**src/npc_pkg.sv**
```systemverilog
// package for the nearest palette color search block
// types, widths and constants shared by every file; no dependencies
`default_nettype none

package npc_pkg;

  localparam int PALETTE_SIZE_DEFAULT = 256;
  localparam int IDX_W   = 8;
  localparam int COLOR_W = 8;
  localparam int GAIN_W  = 16;
  localparam int ENTRY_W = 3 * COLOR_W;
  localparam int PROD_W  = COLOR_W + GAIN_W;
  localparam int SQ_W    = 2 * COLOR_W;
  localparam int DIST_W  = SQ_W + 2;
  localparam int BEST_W  = 24;
  localparam int MAX_DEPTH = 256;

  localparam logic [BEST_W-1:0]  INIT_BEST_DIST = BEST_W'(10000000);
  localparam logic [GAIN_W-1:0]  UNITY_GAIN     = GAIN_W'(256);
  localparam logic [COLOR_W-1:0] COMP_MAX       = COLOR_W'(255);

  localparam logic MODE_WRITE = 1'b0;
  localparam logic MODE_QUERY = 1'b1;

  typedef enum logic [1:0] {
    ST_IDLE,
    ST_SCAN,
    ST_DRAIN
  } state_t;

  typedef struct packed {
    logic              valid;
    logic [IDX_W-1:0]  idx;
    logic [DIST_W-1:0] distance;
  } dist_t;

endpackage

`default_nettype wire

```
**src/npc_dist.sv**
```systemverilog
// distance pipeline: brightness scale, squared differences, sum
// three register stages; depends on npc_pkg
`default_nettype none

module npc_dist (
  input  wire logic                        clk,
  input  wire logic                        rst,
  input  wire logic                        in_valid,
  input  wire logic [npc_pkg::IDX_W-1:0]   in_idx,
  input  wire logic [npc_pkg::ENTRY_W-1:0] entry,
  input  wire logic [npc_pkg::GAIN_W-1:0]  gain,
  input  wire logic [npc_pkg::COLOR_W-1:0] q_red,
  input  wire logic [npc_pkg::COLOR_W-1:0] q_green,
  input  wire logic [npc_pkg::COLOR_W-1:0] q_blue,
  output npc_pkg::dist_t                   res,
  output logic                             busy
);

  localparam int CW = npc_pkg::COLOR_W;
  localparam int PW = npc_pkg::PROD_W;
  localparam int SW = npc_pkg::SQ_W;
  localparam int DW = npc_pkg::DIST_W;

  function automatic logic [CW-1:0] sat_scale(input logic [PW-1:0] p);
    logic [PW-CW-1:0] v;
    v = p[PW-1:CW];
    return (v > (PW-CW)'(npc_pkg::COMP_MAX)) ? npc_pkg::COMP_MAX : v[CW-1:0];
  endfunction

  function automatic logic [CW-1:0] abs_diff(input logic [CW-1:0] a, input logic [CW-1:0] b);
    return (a > b) ? (a - b) : (b - a);
  endfunction

  logic                        v1, v2, v3;
  logic [npc_pkg::IDX_W-1:0]   idx1, idx2, idx3;
  logic [PW-1:0]               p_r, p_g, p_b;
  logic [SW-1:0]               sq_r, sq_g, sq_b;
  logic [DW-1:0]               sum;
  logic [CW-1:0]               d_r, d_g, d_b;

  always_ff @(posedge clk) begin
    if (rst) begin
      v1 <= 1'b0;
      v2 <= 1'b0;
      v3 <= 1'b0;
    end else begin
      v1 <= in_valid;
      v2 <= v1;
      v3 <= v2;
    end
  end

  always_comb begin
    d_r = abs_diff(sat_scale(p_r), q_red);
    d_g = abs_diff(sat_scale(p_g), q_green);
    d_b = abs_diff(sat_scale(p_b), q_blue);
  end

  always_ff @(posedge clk) begin
    idx1 <= in_idx;
    p_r  <= PW'(entry[3*CW-1:2*CW]) * PW'(gain);
    p_g  <= PW'(entry[2*CW-1:CW]) * PW'(gain);
    p_b  <= PW'(entry[CW-1:0]) * PW'(gain);
    idx2 <= idx1;
    sq_r <= SW'(d_r) * SW'(d_r);
    sq_g <= SW'(d_g) * SW'(d_g);
    sq_b <= SW'(d_b) * SW'(d_b);
    idx3 <= idx2;
    sum  <= DW'(sq_r) + DW'(sq_g) + DW'(sq_b);
  end

  assign res.valid    = v3;
  assign res.idx      = idx3;
  assign res.distance = sum;
  assign busy         = v1 | v2 | v3;

endmodule

`default_nettype wire

```
**config.mk**
```make
export PLATFORM = sky130hd
export DESIGN_NAME = npc_dist
export DESIGN_NICKNAME = d
export VERILOG_FILES = /design/src/npc_pkg.sv /design/src/npc_dist.sv
export SDC_FILE = /design/constraint.sdc
export NUM_CORES = 1
export LEC_CHECK = 0
export BUFFER_PORTS_ARGS = -buffer_cell sky130_fd_sc_hd__buf_2
export CAP_MARGIN = 5
export CORE_MARGIN = 3
export CORE_UTILIZATION = 51
export CTS_BUF_LIST = sky130_fd_sc_hd__clkbuf_4
export CTS_CLUSTER_DIAMETER = 50
export DETAILED_ROUTE_END_ITERATION = 8
export GPL_TIMING_DRIVEN = 0
export PLACE_DENSITY = 0.68
export SYNTH_ARGS = -nofsm -noshare
export SYNTH_HDL_FRONTEND = slang
export SYNTH_SLANG_ARGS = --single-unit
```
**constraint.sdc**
```tcl
create_clock -name clk -period 13.55 [get_ports clk]
set_input_delay 2.71 -clock clk [delete_from_list [all_inputs] [get_ports clk]]
set_output_delay 2.71 -clock clk [all_outputs]
set_load 0.03 [all_outputs]
```
==> reports/summary.txt <==
status - finished, final reports clean
Synth Flop Type - dfxtp_1
Area after DPL - 22900 sq um
Pins Over Slew Limit - 0
Skew-Pair Late Insertion Delay - 650 ps
Initial Utilization - 0.517
worst IR drop on VDD - 0.159 mV
CTS H-tree lvls - 4
largest net degree at the start of global routing - 17
pin slew with the least headroom to its limit - 919 ps
Top Ports - 103
CP max FO - 7
LEAKAGE - 0.0117 uW
Final Hold Fails - 0
cell area after layout - 23300 sq um
die area - 45100 sq um
FFs w/ async S/R, synth - 0
RSZ-0062 raised after global routing - false
Die Y - 212 um
vias per inst - 5.22
routability cong. - 0.873
setup violators final - 0
sequential element share of the synthesized area - 0.127
Post-synth EDFFs - 0
routed via count - 16.1k
CP Data Arrival Time - 9480 ps
Post-DP HPWL - 40700 um
number of remaining DRC errors - 0
Layout Nets - 3221
pwr/cell area - 222 nW/um^2
Core Box Area - 42000 sq um
flops & latches, synth - 138
layout cells sized above 1 - 0.0854
Worst setup SP type - input port
Finished Layout Cells - 3090
CTS Root Cell - clkbuf_4
initial antenna violation count - 10
Netlist cell types - 85
Placed Cells - 3049
final WL - 47500 um
Reg clk slew, reported paths - 150 ps
CP required - 14090 ps
# rows - 75
Hold-fix buffers, CTS - 0
Yosys warning count - 0
Die Width - 212 um
relative slew slack - 0.383
Max Buffers Root-to-Sink - 2
filler cell count - 3835
Fmax - 112 MHz
Inserted Clock Buffers - 17
final worst-path cycle share - 0.660
Final TNS setup - 0 ps
Pre-antenna DRT Iters - 5
gr usage total - 0.223
Mean Syn Cell Area - 9.04 sq um
Hold Crit Class - reg2reg
kind of end point of the critical path - flip-flop
Core Util, Final - 0.553
I/O Buffers - 102
Setup Skew - 43.4 ps
min Tclk post-route - 8940 ps
clk sink count - 138
GRT Residual Overflow - 0
setup bufs post-CTS - 0
Layout area overhead - 6.99%
Resized cells post-CTS - 0
detailed router's first-iteration violation count - 797
critical path class - in2reg
CTS tree - built
Post-Syn Area - 21700 sq um
vias in the first global route - 17.3k
ANT nets after route - 0
Mapped Cells - 2406
first-pass GRT wire length - 81000 um
Max-Cap Viols - 0
post-DR wirelength/cell - 15.4 um
[placed cells by master (no fill, tap or decap), types with 28 or more instances in the layout]
cell type and instances:
dfxtp_1 138, ha_1 273, nor2_1 141, nor2b_1 30, a21o_1 39, xor2_1 28, fa_1 344, o21ai_0 48
clkbuf_1 63, a21oi_1 57, nor3_1 29, buf_2 105, inv_1 419, nand2_1 248, or2_2 47, xnor2_1 81
and2_1 184
[cell usage after synthesis (8+ instances only)]
master      n  area (sq um)
nand2_1   248           931
and2_1    184          1150
clkbuf_1   63           236
nand2b_1   12          75.1
or3_1       8          50.1
o21ai_0    48           240
mux2i_1     8          80.1
o21a_1     23           173
or2_2      47           294
a21o_1     39           293
xnor2_1    81           709
and3_1      9          56.3
xor2_1     28           245
nor3_1     29           145
nor2b_1    30           188
fa_1      344          6890
a21oi_1    57           285
inv_1     419          1570
o21bai_1    8          60.1
a31oi_1     9          56.3
nor2_1    141           529
nand3_1    26           130
dfxtp_1   138          2760
nor4_1     11          68.8
ha_1      273          3420
[metrics by stage]
step	power (uW)	setup slack (ps)	hold slack (ps)
global placement	4770	4150	310
floorplan	4050	4980	310
global route	5860	4310	348
finish	5170	4610	338
detailed placement	4890	4070	312
CTS	5240	4790	341
[area by class of cell]
type	instances	area (sq um)	share of cell area
multi-input cells	1782	17100	0.737
clock inverters	15	178	0.00764
flip-flops and latches	138	2760	0.119
inverters	420	1580	0.0678
clock buffers	17	128	0.00549
diodes	9	22.5	0.000968
well taps	539	674	0.0290
plain buffers	68	270	0.0116
repair buffers	102	510	0.0219
[power by group]
group | switching (uW) | internal, uW
registers | 69.5 | 648
logic | 2250 | 1900
clock network | 190 | 118
total | 2510 | 2660
[critical path, cell delays in order]
cell	delay, ps
buf_2	100
ha_1	220
fa_1	420
nor2b_1	130
o21ai_1	80
a21oi_1	240
o2111ai_1	350
and3_1	300
nor3_1	550
nor2_1	300
or2_2	380
fa_1	520
inv_1	60
fa_1	520
inv_1	50
fa_1	460
fa_1	490
inv_1	40
ha_1	320
o21a_1	220
o21ai_0	210
a21oi_1	100
o21a_1	200
o21ai_0	240
a21oi_1	120
xor2_1	150
[logic make-up after synthesis]
family                   after synthesis  synth area share
adder cells (fa/ha/maj)              617             0.474
AND/OR/NAND/NOR                      773             0.177
AO/OA/AOI/OAI                        264            0.0849
multiplexers                          13           0.00627
flip-flops                           138             0.127
XOR/XNOR                             112            0.0461
other                                  1          0.000172
buffers and inverters                488            0.0849
[worst paths after layout]
path                    from       end  slack, ps  depth (start not counted)
hold reg to reg      idx1[6]   idx2[6]        340                          0
setup / recovery  q_green[0]  sq_g[15]       4610                         26
setup reg to reg     p_g[21]  sq_g[15]       5680                         27
hold / removal       idx1[6]   idx2[6]        340                          0
[layer usage]
layer / vias to the layer above / routed length (um) / track usage
met5: - / 0 / 0
met4: 0 / 1280 / 0.0785
met3: 73 / 2080 / 0.0274
met2: 336 / 24200 / 0.404
met1: 7921 / 20000 / 0.275
li1: 7807 / - / -
[sequential cells by signal, indices dropped and copies added (netlist names)]
register  flops
idx1          8
idx2          8
idx3          8
p_b          16
p_g          16
p_r          16
sq_b         15
sq_g         15
sq_r         15
sum          18
v1            1
v2            1
v3            1
Note: power is estimated with default switching activity, not from simulation.
